## src/kfs_pkg.sv

```systemverilog
// kfs_pkg: shared widths, register indexes and fixed-point helpers
// for the kalman filter step block; no dependencies
`timescale 1ns / 1ps

package kfs_pkg;

  localparam int ACC_W      = 72;
  localparam int OPA_W      = 38;
  localparam int OPB_W      = 32;
  localparam int PROD_W     = OPA_W + OPB_W;
  localparam int DIV_DEND_W = 56;
  localparam int DIV_SOR_W  = 39;
  localparam int DIV_CNT_W  = 6;
  localparam int CFG_IDX_W  = 3;
  localparam int CFG_DATA_W = 64;

  localparam logic [CFG_IDX_W-1:0] CFG_TRANS = 3'd0;
  localparam logic [CFG_IDX_W-1:0] CFG_CTRL  = 3'd1;
  localparam logic [CFG_IDX_W-1:0] CFG_OBS   = 3'd2;
  localparam logic [CFG_IDX_W-1:0] CFG_PNOISE = 3'd3;
  localparam logic [CFG_IDX_W-1:0] CFG_MNOISE = 3'd4;

  localparam logic [63:0] TRANS_RST  = 64'h1000_0000_0000_1000;
  localparam logic [31:0] CTRL_RST   = 32'h0000_0000;
  localparam logic [31:0] OBS_RST    = 32'h1000_1000;
  localparam logic [63:0] PNOISE_RST = 64'h5000_0000_0000_5000;
  localparam logic [14:0] MNOISE_RST = 15'h5000;
  localparam logic [31:0] COV_DIAG_RST = 32'd168;

  typedef struct packed {
    logic                  start;
    logic [DIV_DEND_W-1:0] dividend;
    logic [DIV_SOR_W-1:0]  divisor;
  } div_req_t;

  typedef struct packed {
    logic                  done;
    logic [DIV_DEND_W-1:0] quot;
  } div_rsp_t;

  function automatic logic signed [OPA_W-1:0] ext_a32(input logic [31:0] v);
    return $signed({{(OPA_W-32){v[31]}}, v});
  endfunction

  function automatic logic signed [OPB_W-1:0] ext_b16(input logic [15:0] v);
    return $signed({{(OPB_W-16){v[15]}}, v});
  endfunction

  function automatic logic signed [ACC_W-1:0] ext_acc32(input logic [31:0] v);
    return $signed({{(ACC_W-32){v[31]}}, v});
  endfunction

  // q4.12 entry scaled up to q8.24
  function automatic logic signed [ACC_W-1:0] q12_to_acc(input logic [15:0] v);
    return $signed({{(ACC_W-28){v[15]}}, v, 12'd0});
  endfunction

  function automatic logic ovf32(input logic signed [ACC_W-1:0] v);
    return !((&v[ACC_W-1:31]) || !(|v[ACC_W-1:31]));
  endfunction

  function automatic logic [31:0] sat32(input logic signed [ACC_W-1:0] v);
    if (ovf32(v)) begin
      return v[ACC_W-1] ? 32'h8000_0000 : 32'h7fff_ffff;
    end
    return v[31:0];
  endfunction

endpackage

```

## src/kfs_div.sv

```systemverilog
// kfs_div: restoring unsigned divider, one quotient bit per cycle
// depends on kfs_pkg
`timescale 1ns / 1ps

module kfs_div (
  input  logic              clk,
  input  logic              rst,
  input  kfs_pkg::div_req_t req,
  output kfs_pkg::div_rsp_t rsp
);

  logic                            run;
  logic [kfs_pkg::DIV_CNT_W-1:0]   cnt;
  logic [kfs_pkg::DIV_DEND_W-1:0]  work;
  logic [kfs_pkg::DIV_SOR_W-1:0]   divisor;
  logic [kfs_pkg::DIV_SOR_W-1:0]   rem;
  logic                            done;
  logic [kfs_pkg::DIV_SOR_W:0]     trial;
  logic                            fits;

  assign trial = {rem, work[kfs_pkg::DIV_DEND_W-1]};
  assign fits  = trial >= {1'b0, divisor};

  always_ff @(posedge clk) begin
    if (rst) begin
      run  <= 1'b0;
      done <= 1'b0;
      cnt  <= '0;
    end else begin
      done <= 1'b0;
      if (req.start) begin
        run     <= 1'b1;
        cnt     <= kfs_pkg::DIV_CNT_W'(kfs_pkg::DIV_DEND_W);
        work    <= req.dividend;
        divisor <= req.divisor;
        rem     <= '0;
      end else if (run) begin
        rem  <= fits ? kfs_pkg::DIV_SOR_W'(trial - {1'b0, divisor})
                     : trial[kfs_pkg::DIV_SOR_W-1:0];
        work <= {work[kfs_pkg::DIV_DEND_W-2:0], fits};
        cnt  <= cnt - 1'b1;
        if (cnt == kfs_pkg::DIV_CNT_W'(1)) begin
          run  <= 1'b0;
          done <= 1'b1;
        end
      end
    end
  end

  assign rsp.done = done;
  assign rsp.quot = work;

endmodule

```

## config.mk

```make
export PLATFORM = sky130hd
export DESIGN_NAME = kfs_div
export DESIGN_NICKNAME = d
export VERILOG_FILES = /design/src/kfs_pkg.sv /design/src/kfs_div.sv
export SDC_FILE = /design/constraint.sdc
export NUM_CORES = 1
export LEC_CHECK = 0
export BUFFER_PORTS_ARGS = -buffer_cell sky130_fd_sc_hd__buf_2
export CAP_MARGIN = 20
export CORE_ASPECT_RATIO = 1.2
export CORE_MARGIN = 2
export CORE_UTILIZATION = 35
export CTS_CLUSTER_DIAMETER = 40
export CTS_CLUSTER_SIZE = 14
export DETAILED_ROUTE_END_ITERATION = 8
export MAX_ROUTING_LAYER = met4
export PLACE_DENSITY = 0.62
export SETUP_SLACK_MARGIN = 0.1
export SYNTH_ARGS = -nofsm -noshare
export SYNTH_HDL_FRONTEND = slang
export SYNTH_SLANG_ARGS = --single-unit
```

## constraint.sdc

```tcl
create_clock -name clk -period 7.15 [get_ports clk]
set_input_delay 0.715 -clock clk [delete_from_list [all_inputs] [get_ports clk]]
set_output_delay 0.715 -clock clk [all_outputs]
set_load 0.02 [all_outputs]
```

# [Word level (Yosys, flattened, before mapping)]
# Cells that the tools add are included.
[classes] n_reduce_logical=5 n_mux=10 order_cmp=1 n_addsub=2 n_eq_ne=1 bitwise_logic=2
[op_table] operator="$mux W56" n=2
[op_table] operator="$mux W39" n=2
[op_table] operator="$ge A40 B39 Y1" n=1
[op_table] operator="$sub A39 B39 Y39" n=1
[op_table] operator="$mux W6" n=2
[op_table] operator="$eq A6 B1 Y1 const B" n=1
[op_table] operator="$sub A6 B1 Y6 const B" n=1
[op_table] operator="$mux W1" n=4
[op_table] operator="$reduce_and A2 Y1" n=2
[op_table] operator="$reduce_or A3 Y1" n=1
[op_table] operator="$not A1 Y1" n=2
[op_table] operator="$reduce_bool A2 Y1" n=1
[op_table] operator="$reduce_or A2 Y1" n=1
[totals] regBits=142 out_inout_bits=57 input_bits=98 wordCells=28

# [Depth between registers and ports, before layout]
# Gate-level depths: netlist of run 1.
[logic_depth] depth_word=4 mapped_depth=14 ltp_nobuf=12

# [Worst setup path before layout of run 1]
# No wires, ideal clock.
[synth_path] kind="input to register" from="input port req[95] (netlist name)" to="register rem[0] (netlist name), enable pin" slack_ns=1.057 arrival_ns=5.543 setup_time_ns=0.549 path_stages=5 n_path_buf=3 t_required_ns=6.601 cell_sequence="clkbuf_1 clkbuf_1 clkbuf_1 nor2_1 nor2_1"
[synth_between] elab_chain_len=2
[synth_lines] element="from (decl)" line="kfs_div.sv:8" rtl="input kfs_pkg::div_req_t req,"
[synth_lines] element="$reduce_bool A2 Y1 (no line)"
[synth_lines] element="$reduce_and A2 Y1 (no line)"
[synth_lines] element="to (signal assigned)" line="kfs_div.sv:38" rtl="rem <= fits ? kfs_pkg::DIV_SOR_W'(trial - {1'b0, divisor})"
[synth_lines] element="to (decl)" line="kfs_div.sv:16" rtl="logic [kfs_pkg::DIV_SOR_W-1:0] rem;"
# No other way between the ends.
# A chain may end at the register's enable or synchronous reset.

# [Worst setup path in the final report of run 1]
[layout_path] from="register work[55] (netlist name)" to="register rem[25] (netlist name), data pin"
[layout_between] elab_chain_len=3 elab_cells_between_ends=4
[layout_lines] element="from (decl)" line="kfs_div.sv:14" rtl="logic [kfs_pkg::DIV_DEND_W-1:0] work;"
[layout_lines] element="from (signal assigned)" line="kfs_div.sv:34" rtl="work <= req.dividend;"
[layout_lines] element="from (signal assigned)" line="kfs_div.sv:40" rtl="work <= {work[kfs_pkg::DIV_DEND_W-2:0], fits};"
[layout_lines] element="$sub A39 B39 Y39 / $ge A40 B39 Y1 (equally long branches)" line="kfs_div.sv:38, kfs_div.sv:22"
[layout_lines] element="$mux W39 (*)" line="kfs_div.sv:38"
[layout_lines] element="$mux W39 (*)" line="kfs_div.sv:37" rtl="end else if (run) begin"
# Every way passes the cells marked *; elsewhere a longest branch is shown, timed or not. The select of a mux whose other input is x is not followed.

==> run_results.csv, run 1 <==
group,metric,value,unit
timing,max_clock_freq,0.262,GHz
yosys,ys_types,70,
timing,setup_ws,3.33,ns
setup_path,critPathMaxFanout,37,
cts,clk_latency,0.43,ns
timing,finClkSkew,0.0110,ns
finish,synthToLayoutAreaGrowth,21.1,%
timing,setup_viol,0,
detailed_routing,wl,18800,um
power_and_ir_drop,total_power,2.56,mW
detailed_routing,wl_per_cell,16.7,um
cts,post_cts_buffers,0,
run_status,outcome,"finished clean",
finish,drive_above_1_share,0.308,
timing,finalMaxSlewViolations,0,
setup_path,worst_ep_required_time,7.30,ns
yosys,yosysWarnings,0,
finish,nets,971,
cts,cts_resized,0,
place,gp_congestion,0.858,
yosys,syn_avg_cell_area,11.7,um2
cts,cts-root-buf,"clkbuf_16",
yosys,syn_nets,821,
yosys,synthFlopType,"edfxtp_1",
floorplan,die_w,142,um
place,port_buffers,154,
place,dp_worst_setup_slack,3.39,ns
place,place_area,9010,um2
setup_path,crit_chain,"inv_1 -> ha_1 -> fa_1 -> nand2b_1 -> a21oi_1 -> o21ai_1 -> a22oi_2 -> a2111o_1 -> nor2_1 -> o21ai_4 -> buf_4 -> mux2i_1 -> nor2_1",
global_routing,grt_max_degree,54,
detailed_routing,via_count,5785,
setup_path,critical_path.top_delay_family,"compound AO/OA/AOI/OAI gates",
yosys,syn_area,7960,um2
worst_hold_path,hp-class,"primary input to flip-flop",
finish,fin_cells,1125,
timing,whs,0.461,ns
finish,finish.utilization,0.431,
detailed_routing,drt-pass1-iter-count,4,
timing,worst_slew_pin_slew,0.681,ns
yosys,synth_seq_cells,142,
worst_hold_path,whs_path_depth,1,
timing,fin_crit,3.82,ns
floorplan,start_util,0.356,
cts,cts_sinks,142,
yosys,ys_async_sr_fraction,0,
finish,layout_commonest_cell,"buf_2",
global_routing,antenna_found_initial,1,
cts,htreeDepth,4,
timing,hold_viol,0,
detailed_routing,final_antenna_net_count,0,
yosys,netlist_instances,681,
power_and_ir_drop,ir_drop,0.172,mV
flow_run,timing.max_cap.violations,0,
finish,fill_cells,2102,
yosys,yosysSeqAreaShare,0.526,
detailed_routing,post-route-drc-count,0,
cts,cts_buffer_depth,2,
setup_path,setup.worst_path.class,"flip-flop to flip-flop",
setup_path,cpPeakStageDelay,0.51,ns
floorplan,io_pins,155,
setup_path,cp-end-kind,"flip-flop",
setup_path,crit_slowest_cell,"buf_4",
setup_path,cp_data_arrival_time,3.98,ns
floorplan,die_y,169,um
power_and_ir_drop,powerDensity,266,nW/um2
cts,cts_buffers,17,
place,dp_hpwl,13600,um
setup_path,critPathMostFrequentCell,"nor2_1",
cts,path_clk_slew,0.07,ns
finish,mostFrequentLayoutCells,"153 x buf_2, 134 x edfxtp_1, 58 x nor2_1, 56 x mux2_2, 50 x inv_1",
power_and_ir_drop,p_leak,4.02,nW
detailed_routing,drt_iter0_drc,275,
setup_path,cp-start-kind,"flip-flop",
setup_path,worstSetupPathDepth,13,
yosys,synth_edf_count,134,
floorplan,core_area,22400,um2
floorplan,std_cell_rows,60,
timing,rsz0062_at_grt,"no",
setup_path,reg2reg_depth,13,
timing,slew_headroom,0.546,
global_routing,overflow,0,
detailed_routing,viasPerCell,5.14,
global_routing,track_usage,0.167,
finish,final_area,9640,um2
global_routing,grt_pass1_vias,6177,
global_routing,grt_pass1_wl,30600,um
floorplan,dieArea,24000,um2
timing,fin_setup_tns,0,ns
cts,ctsHoldBuffers,0,
cts,cts_tree,"built",
timing,min_period_over_period,0.535,
setup_path,crit_buf_inv,2,
place,dp.cells,1091,
[Yosys cell counts, drive strengths merged, types with 6 or more instances]
library cell    n  area [um2]
o21ai          26         134
inv            50         188
ha             41         513
xor2           18         158
and2            7        45.1
edfxtp        134        4020
dfxtp           8         160
nand4           7        43.8
nor2           60         225
nor3            6        30.0
buf            15        82.6
mux2           56         631
mux2i          20         200
a211oi         19         160
a31oi           6        37.5
xnor2          21         184
a21oi          45         225
and3            7        43.8
nand3          10        50.1
clkbuf         13        48.8
nand2          36         135
[worst reg2reg max path: stages, from the launching register on]
cell and delay [ns]:
edfxtp_1 0.38, inv_1 0.06, ha_1 0.22, fa_1 0.40
nand2b_1 0.18, a21oi_1 0.23, o21ai_1 0.16, a22oi_2 0.34
a2111o_1 0.27, nor2_1 0.09, o21ai_4 0.37, buf_4 0.51
mux2i_1 0.29, nor2_1 0.06
[registers in the layout (all words and copies together) (netlist names)]
register,count
work,56
cnt,6
done,1
run,1
rem,39
divisor,39
[worst paths after layout]
kind | start | endpoint | slack [ns]
min | req[2] | divisor[2]$_DFFE_PP_ | 0.46
min reg2reg | cnt[1]$_SDFFE_PP0P_ | cnt[1]$_SDFFE_PP0P_ | 0.51
max | work[55]$_DFFE_PP_ | rem[25]$_SDFFCE_PP0P_ | 3.33
max reg2reg | work[55]$_DFFE_PP_ | rem[25]$_SDFFCE_PP0P_ | 3.33
[logic make-up after synthesis]
logic type,count (synthesis),synth area share
buffers and inverters,79,0.0406
DFF,142,0.526
muxes,76,0.104
AOI/OAI and AO/OA,143,0.122
and+or+nand+nor,160,0.0969
adders and majority gates,42,0.0670
xor gates and xnor gates,39,0.0429
[cell type report]
cell class,count,area (um2),share of cell area
Tap cell,279,349,0.0362
Timing Repair Buffer,159,811,0.0841
Antenna cell,2,5.00,0.000519
Clock buffer,17,425,0.0441
Multi-Input combinational cell,460,3470,0.360
Inverter,51,191,0.0199
Sequential cell,142,4180,0.434
Clock inverter,15,200,0.0208
[routing by layer]
metal / global-route usage / wire length [um] / vias to the layer above
met3: 0.0435 / 1060 / 28
met2: 0.280 / 9280 / 155
met5: - / 0 / -
li1: - / - / 2840
met1: 0.197 / 8160 / 2762
met4: 0.0522 / 329 / 0
[report_power, final]
part	internal, mW	switching, mW	leakage, nW	total, mW
Clock	0.535	0.409	0.303	0.945
Combinational	0.245	0.341	2.37	0.586
Sequential	0.998	0.0344	1.35	1.03
Total	1.78	0.785	4.02	2.56
Power figures use the tool's default switching activity.
==> run 2: changes to the inputs <==
==> constraint.sdc (replaced) <==
create_clock -name clk -period 3.7 [get_ports clk]
set_input_delay 0.37 -clock clk [delete_from_list [all_inputs] [get_ports clk]]
set_output_delay 0.37 -clock clk [all_outputs]
set_load 0.02 [all_outputs]
==> run_results.csv, run 2 (synthesis results as in run 1) <==
group,metric,value,unit
floorplan,die_w,142,um
global_routing,grt_pass1_vias,6181,
detailed_routing,post-route-drc-count,0,
finish,regMostFlops,"work",
run_status,outcome,"finished clean",
global_routing,overflow,0,
global_routing,antenna_found_initial,2,
setup_path,crit_chain,"inv_1 -> ha_1 -> fa_1 -> nand2b_1 -> a21oi_1 -> o21ai_1 -> a22oi_2 -> a2111o_1 -> nor2_1 -> o21ai_4 -> buf_4 -> or4b_1 -> nand4_1",
global_routing,grt_pass1_wl,30300,um
setup_path,worst_ep_required_time,4.00,ns
cts,clk_latency,0.43,ns
power_and_ir_drop,powerDensity,509,nW/um2
timing,setup_viol,0,
floorplan,dieArea,24000,um2
finish,final-seq-area,4180,um2
floorplan,std_cell_rows,60,
detailed_routing,wl,18500,um
finish,largestRegisters,"work: 56 flops, divisor: 39 flops, rem: 39 flops",
finish,fill_cells,2125,
worst_hold_path,whs_path_depth,1,
worst_hold_path,hp-class,"primary input to flip-flop",
cts,cts_buffers,17,
flow_run,timing.max_cap.violations,0,
floorplan,io_pins,155,
timing,rsz0062_at_grt,"no",
setup_path,critPathMaxFanout,9,
floorplan,core_area,22400,um2
timing,min_period_over_period,0.911,
worst_hold_path,hp-start,"req[28]",
cts,path_clk_slew,0.07,ns
setup_path,crit_slowest_cell,"or4b_1",
floorplan,start_util,0.356,
detailed_routing,wl_per_cell,16.3,um
detailed_routing,viasPerCell,5.12,
timing,fin_crit,3.37,ns
cts,cts_sinks,142,
timing,finalMaxSlewViolations,0,
setup_path,cpPeakStageDelay,0.44,ns
detailed_routing,drt-pass1-iter-count,4,
worst_hold_path,worstHoldEndpoint,"divisor[28]$_DFFE_PP_",
timing,slew_headroom,0.544,
finish,multi_input_area,3470,um2
finish,drive_above_1_share,0.312,
finish,largest_reg_flops,56,
global_routing,track_usage,0.166,
cts,htreeDepth,4,
setup_path,r2r_setup_slack,0.33,ns
finish,final_area,9690,um2
setup_path,rr_startpoint,"work[55]$_DFFE_PP_",
timing,hold_viol,0,
cts,cts_tree,"built",
place,dp_hpwl,13400,um
timing,finClkSkew,0.0114,ns
timing,worst_slew_pin_slew,0.684,ns
floorplan,die_y,169,um
setup_path,reg2reg_depth,13,
global_routing,grt_max_degree,96,
detailed_routing,via_count,5796,
place,port_buffers,154,
power_and_ir_drop,ir_drop,0.326,mV
finish,nets,976,
place,place_area,9040,um2
setup_path,cp-end-kind,"flip-flop",
place,gp_congestion,0.866,
detailed_routing,drt_iter0_drc,294,
setup_path,setup.worst_path.class,"flip-flop to flip-flop",
finish,mostFrequentLayoutCells,"153 x buf_2, 134 x edfxtp_1, 58 x nor2_1, 56 x mux2_2, 50 x inv_1",
setup_path,reg2reg_to,"rem[37]$_SDFFCE_PP0P_",
cts,cts_buffer_depth,2,
setup_path,cp-start-kind,"flip-flop",
detailed_routing,final_antenna_net_count,0,
finish,synthToLayoutAreaGrowth,21.7,%
cts,cts-root-buf,"clkbuf_16",
timing,fin_setup_tns,0,ns
power_and_ir_drop,p_leak,4.04,nW
setup_path,cp_data_arrival_time,3.67,ns
finish,layout_commonest_cell,"buf_2",
timing,max_clock_freq,0.297,GHz
[run 2: changes by cell type in the layout (fill, tap and decap cells not counted)]
| cell | change |
|---|---|
| buf_4 | +2 |
| buf_6 | +2 |
| inv_6 | +4 |
| clkinv_8 | +1 |
| diode_2 | +1 |
| clkinv_4 | -3 |
| clkinvlp_4 | -1 |
| bufinv_16 | -1 |
| buf_12 | +1 |
[run 2: layout make-up]
type                    count  area share
inverters                  51      0.0198
well taps                 279      0.0360
repair buffers            164      0.0896
multi-input cells         460       0.359
clock buffers              17      0.0439
clock inverters            15      0.0194
diodes                      3    0.000775
flip-flops and latches    142       0.432
[run 2: power by group]
| group | internal [mW] | switching (mW) |
|---|---|---|
| combinational | 0.489 | 0.659 |
| clock | 0.979 | 0.812 |
| sequential | 1.93 | 0.0644 |
| total | 3.39 | 1.54 |
[run 2: timing repair]
action | 4_1_cts | 5_1_grt
endpoints found under the setup margin | 0 | 25
endpoints found under the hold margin | 0 | 0
gates resized for setup | 0 | 2
hold buffers | 0 | 0
setup buffers | 0 | 3
[run 2: layer usage]
metal	global-route usage	up-vias	part of all wire
met1	0.195	2718	0.44
met4	0.0604	0	0.021
li1	-	2856	-
met5	-	-	0
met3	0.0451	29	0.061
met2	0.273	193	0.48
[run 2: through the flow]
step	hold WS [ns]	setup WS, ns	std cells	util	power, mW
2_1_floorplan	0.469	0.533	681	-	2.86
3_3_place_gp	0.495	0.330	1093	0.404	3.16
3_5_place_dp	0.513	0.236	1093	0.404	3.16
4_1_cts	0.0953	0.215	1125	0.431	4.97
5_1_grt	0.0883	0.131	1130	0.433	5.18
6_report	0.111	0.330	1131	0.433	4.93
[run 2: critical path, delay by kind of cell, from the launching register on]
| family | cells | cell delay [ns] |
|---|---|---|
| AO/OA/AOI/OAI | 5 | 1.24 |
| buffers and inverters | 2 | 0.23 |
| AND/OR/NAND/NOR | 4 | 0.80 |
| flip-flops | 1 | 0.36 |
| adder cells (fa/ha/maj) | 2 | 0.62 |
[run 2: worst max-delay path by stage]
stage                     slack (ns)  depth (start not counted)               start                    end
after global routing            0.13                         13  work[55]$_DFFE_PP_  rem[37]$_SDFFCE_PP0P_
final                           0.33                         13  work[55]$_DFFE_PP_  rem[37]$_SDFFCE_PP0P_
after global placement          0.33                         13  work[55]$_DFFE_PP_  rem[20]$_SDFFCE_PP0P_
after detailed placement        0.24                         13  work[55]$_DFFE_PP_  rem[22]$_SDFFCE_PP0P_
after CTS                       0.22                         13  work[55]$_DFFE_PP_  rem[22]$_SDFFCE_PP0P_
after floorplan                 0.53                         14  work[55]$_DFFE_PP_  rem[11]$_SDFFCE_PP0P_
==> run 3: changes to the inputs <==
--- a/config.mk
+++ b/config.mk
@@ -5,6 +5,7 @@
 export SDC_FILE = /design/constraint.sdc
 export NUM_CORES = 1
 export LEC_CHECK = 0
+export ABC_AREA = 1
 export BUFFER_PORTS_ARGS = -buffer_cell sky130_fd_sc_hd__buf_2
 export CAP_MARGIN = 20
 export CORE_ASPECT_RATIO = 1.2
@@ -13,8 +14,10 @@
 export CTS_CLUSTER_DIAMETER = 40
 export CTS_CLUSTER_SIZE = 14
 export DETAILED_ROUTE_END_ITERATION = 8
+export GPL_TIMING_DRIVEN = 0
 export MAX_ROUTING_LAYER = met4
-export PLACE_DENSITY = 0.62
+export PLACE_DENSITY = 0.61
+export REMOVE_ABC_BUFFERS = 1
 export SETUP_SLACK_MARGIN = 0.1
 export SYNTH_ARGS = -nofsm -noshare
 export SYNTH_HDL_FRONTEND = slang
==> run_results.csv, run 3 <==
group,metric,value,unit
global_routing,track_usage,0.184,
yosys,ys_top_cells_by_area,"edfxtp_1 45%, nand2_1 23%, inv_1 8.0%",
cts,post_cts_buffers,0,
cts,cts_buffers,17,
setup_path,critPathMaxFanout,16,
global_routing,grt_max_degree,70,
finish,antennaDiodeCount,0,
timing,min_period_over_period,0.758,
place,dp_hpwl,18000,um
global_routing,grt_pass1_wl,37600,um
setup_path,worst_ep_required_time,4.01,ns
detailed_routing,viasPerCell,4.55,
floorplan,core_area,25400,um2
worst_hold_path,hp-class,"primary input to flip-flop",
run_status,outcome,"finished clean",
timing,hold_viol,0,
cts,path_clk_slew,0.06,ns
setup_path,cp-start-kind,"flip-flop",
finish,finish.utilization,0.427,
cts,cts_buffer_depth,2,
detailed_routing,post-route-drc-count,0,
yosys,syn_area,8980,um2
timing,rsz0062_at_grt,"no",
detailed_routing,drt_iter0_drc,407,
floorplan,std_cell_rows,64,
yosys,yosysWarnings,0,
detailed_routing,via_count,7852,
power_and_ir_drop,ir_drop,0.345,mV
cts,cts_resized,0,
setup_path,cp-end-kind,"flip-flop",
power_and_ir_drop,powerDensity,507,nW/um2
place,port_buffers,154,
setup_path,critical_path.top_delay_family,"simple AND/OR/NAND/NOR gates",
yosys,synthTopCellsByCount,"552 x nand2_1, 192 x inv_1, 134 x edfxtp_1",
place,gp_congestion,0.940,
timing,max_clock_freq,0.357,GHz
finish,drive_above_1_share,0.151,
setup_path,cp_data_arrival_time,3.11,ns
floorplan,start_util,0.354,
yosys,ys_types,35,
cts,ctsHoldBuffers,0,
floorplan,die_y,180,um
cts,htreeDepth,4,
setup_path,crit_slowest_cell,"fa_1",
yosys,yosysMostFrequentCell,"nand2_1",
setup_path,critPathMostFrequentCell,"nand2_1",
floorplan,die_w,150,um
global_routing,grt_pass1_vias,7759,
finish,mostFrequentLayoutCells,"552 x nand2_1, 191 x inv_1, 154 x buf_2, 134 x edfxtp_1, 131 x nor2_1",
timing,fin_crit,2.80,ns
yosys,post-synth-top-area-fraction,0.448,
cts,cts_tree,"built",
finish,largestRegisters,"work: 56 flops, divisor: 39 flops, rem: 39 flops",
finish,layout_commonest_cell,"nand2_1",
finish,fin_cells,1724,
power_and_ir_drop,p_leak,5.65,nW
timing,slew_headroom,0.541,
yosys,yosysTopAreaCell,"edfxtp_1",
setup_path,crit_buf_inv,5,
yosys,synthFlopType,"edfxtp_1",
finish,synthToLayoutAreaGrowth,20.6,%
floorplan,io_pins,155,
cts,cts_sinks,142,
flow_run,timing.max_cap.violations,0,
yosys,synth_edf_count,134,
yosys,netlist_instances,1224,
timing,finalMaxSlewViolations,0,
setup_path,setup.worst_path.class,"flip-flop to flip-flop",
detailed_routing,drt-pass1-iter-count,5,
detailed_routing,wl,23300,um
finish,regMostFlops,"work",
setup_path,cpPeakStageDelay,0.45,ns
floorplan,dieArea,27000,um2
cts,clk_latency,0.44,ns
timing,setup_viol,0,
cts,cts-root-buf,"clkbuf_16",
global_routing,antenna_found_initial,0,
finish,largest_reg_flops,56,
finish,nets,1521,
timing,worst_slew_pin_slew,0.687,ns
detailed_routing,wl_per_cell,13.5,um
place,dp.cells,1690,
yosys,syn_avg_cell_area,7.34,um2
yosys,ys_async_sr_fraction,0,
timing,finClkSkew,0.0141,ns
global_routing,overflow,0,
detailed_routing,final_antenna_net_count,0,
setup_path,crit_chain,"inv_1 -> ha_1 -> fa_1 -> nor2_1 -> o21ai_1 -> nand2_1 -> nand3_1 -> nand4_1 -> buf_8 -> buf_8 -> buf_6 -> nand2_1 -> nand2_1 -> nand2_1 -> inv_1",
yosys,synth_seq_cells,142,
yosys,yosysSeqAreaShare,0.466,
run 3: cell types whose count changed in the layout (fill, tap and decap cells not counted), sizes merged, moves of 6 or more:
cell and change:
nand2 +518, inv +136, nor2 +78, mux2 -56, nand3 +24, a21oi -20
mux2i -20, a211oi -18, o21ai -17, xor2 -17, and3 -7, and2 -6
run 3: cell families after synthesis:
| group | after synthesis | synth area share |
|---|---|---|
| xor gates and xnor gates | 22 | 0.0214 |
| DFF | 142 | 0.466 |
| and+or+nand+nor | 751 | 0.329 |
| adders and majority gates | 42 | 0.0593 |
| buffers and inverters | 224 | 0.0985 |
| AOI/OAI and AO/OA | 43 | 0.0260 |
run 3: metal layers:
metal  GRT usage  part of all wire  vias to the layer above  wire length (um)
met5           -                 0                        -                 0
met4      0.0743             0.029                        0               681
met3      0.0355             0.051                       36              1180
met2       0.295              0.47                      214             11000
met1       0.226              0.45                     3524             10400
li1            -                 -                     4078                 -
run 3: area by class of cell:
type | count | area (um2)
Fill cell | 2629 | 14600
Multi-Input combinational cell | 858 | 3930
Sequential cell | 142 | 4180
Timing Repair Buffer | 165 | 982
Clock buffer | 22 | 464
Inverter | 197 | 742
Clock inverter | 10 | 114
Tap cell | 330 | 413
run 3: through the flow:
| stage | setup WS [ns] | instance area (um2) | TNS, ns | hold WS, ns | power [mW] |
|---|---|---|---|---|---|
| global placement | -10.80 | 10000 | -1209.01 | 0.474 | 3.79 |
| CTS | 0.134 | 10800 | 0 | 0.0888 | 5.54 |
| detailed placement | 0.157 | 10200 | 0 | 0.495 | 3.80 |
| floorplan | -5.15 | 8840 | -489.63 | 0.439 | 3.31 |
| global route | 0.634 | 10800 | 0 | 0.0878 | 5.84 |
| finish | 0.897 | 10800 | 0 | 0.0995 | 5.50 |
run 3: path summary, 6_finish.rpt:
path,to,startpoint,slack [ns],cells past startpoint
max,rem[37]$_SDFFCE_PP0P_,work[55]$_DFFE_PP_,0.90,15
max reg2reg,rem[37]$_SDFFCE_PP0P_,work[55]$_DFFE_PP_,0.90,15
min,divisor[16]$_DFFE_PP_,req[16],0.1,1
min reg2reg,cnt[1]$_SDFFE_PP0P_,cnt[1]$_SDFFE_PP0P_,0.49,2
run 3: report_power, final:
group / internal [mW] / leakage, nW / switching [mW]
logic: 0.611 / 4.02 / 1.09
clock network: 1.03 / 0.274 / 0.702
registers: 1.98 / 1.36 / 0.0810
total: 3.62 / 5.65 / 1.88
run 3: worst reg2reg max path, cell delays in order (launching register included):
cell and delay, ns:
edfxtp_1 0.37, inv_1 0.05, ha_1 0.22, fa_1 0.45
nor2_1 0.15, o21ai_1 0.07, nand2_1 0.18, nand3_1 0.11
nand4_1 0.17, buf_8 0.18, buf_8 0.17, buf_6 0.17
nand2_1 0.15, nand2_1 0.10, nand2_1 0.07, inv_1 0.05
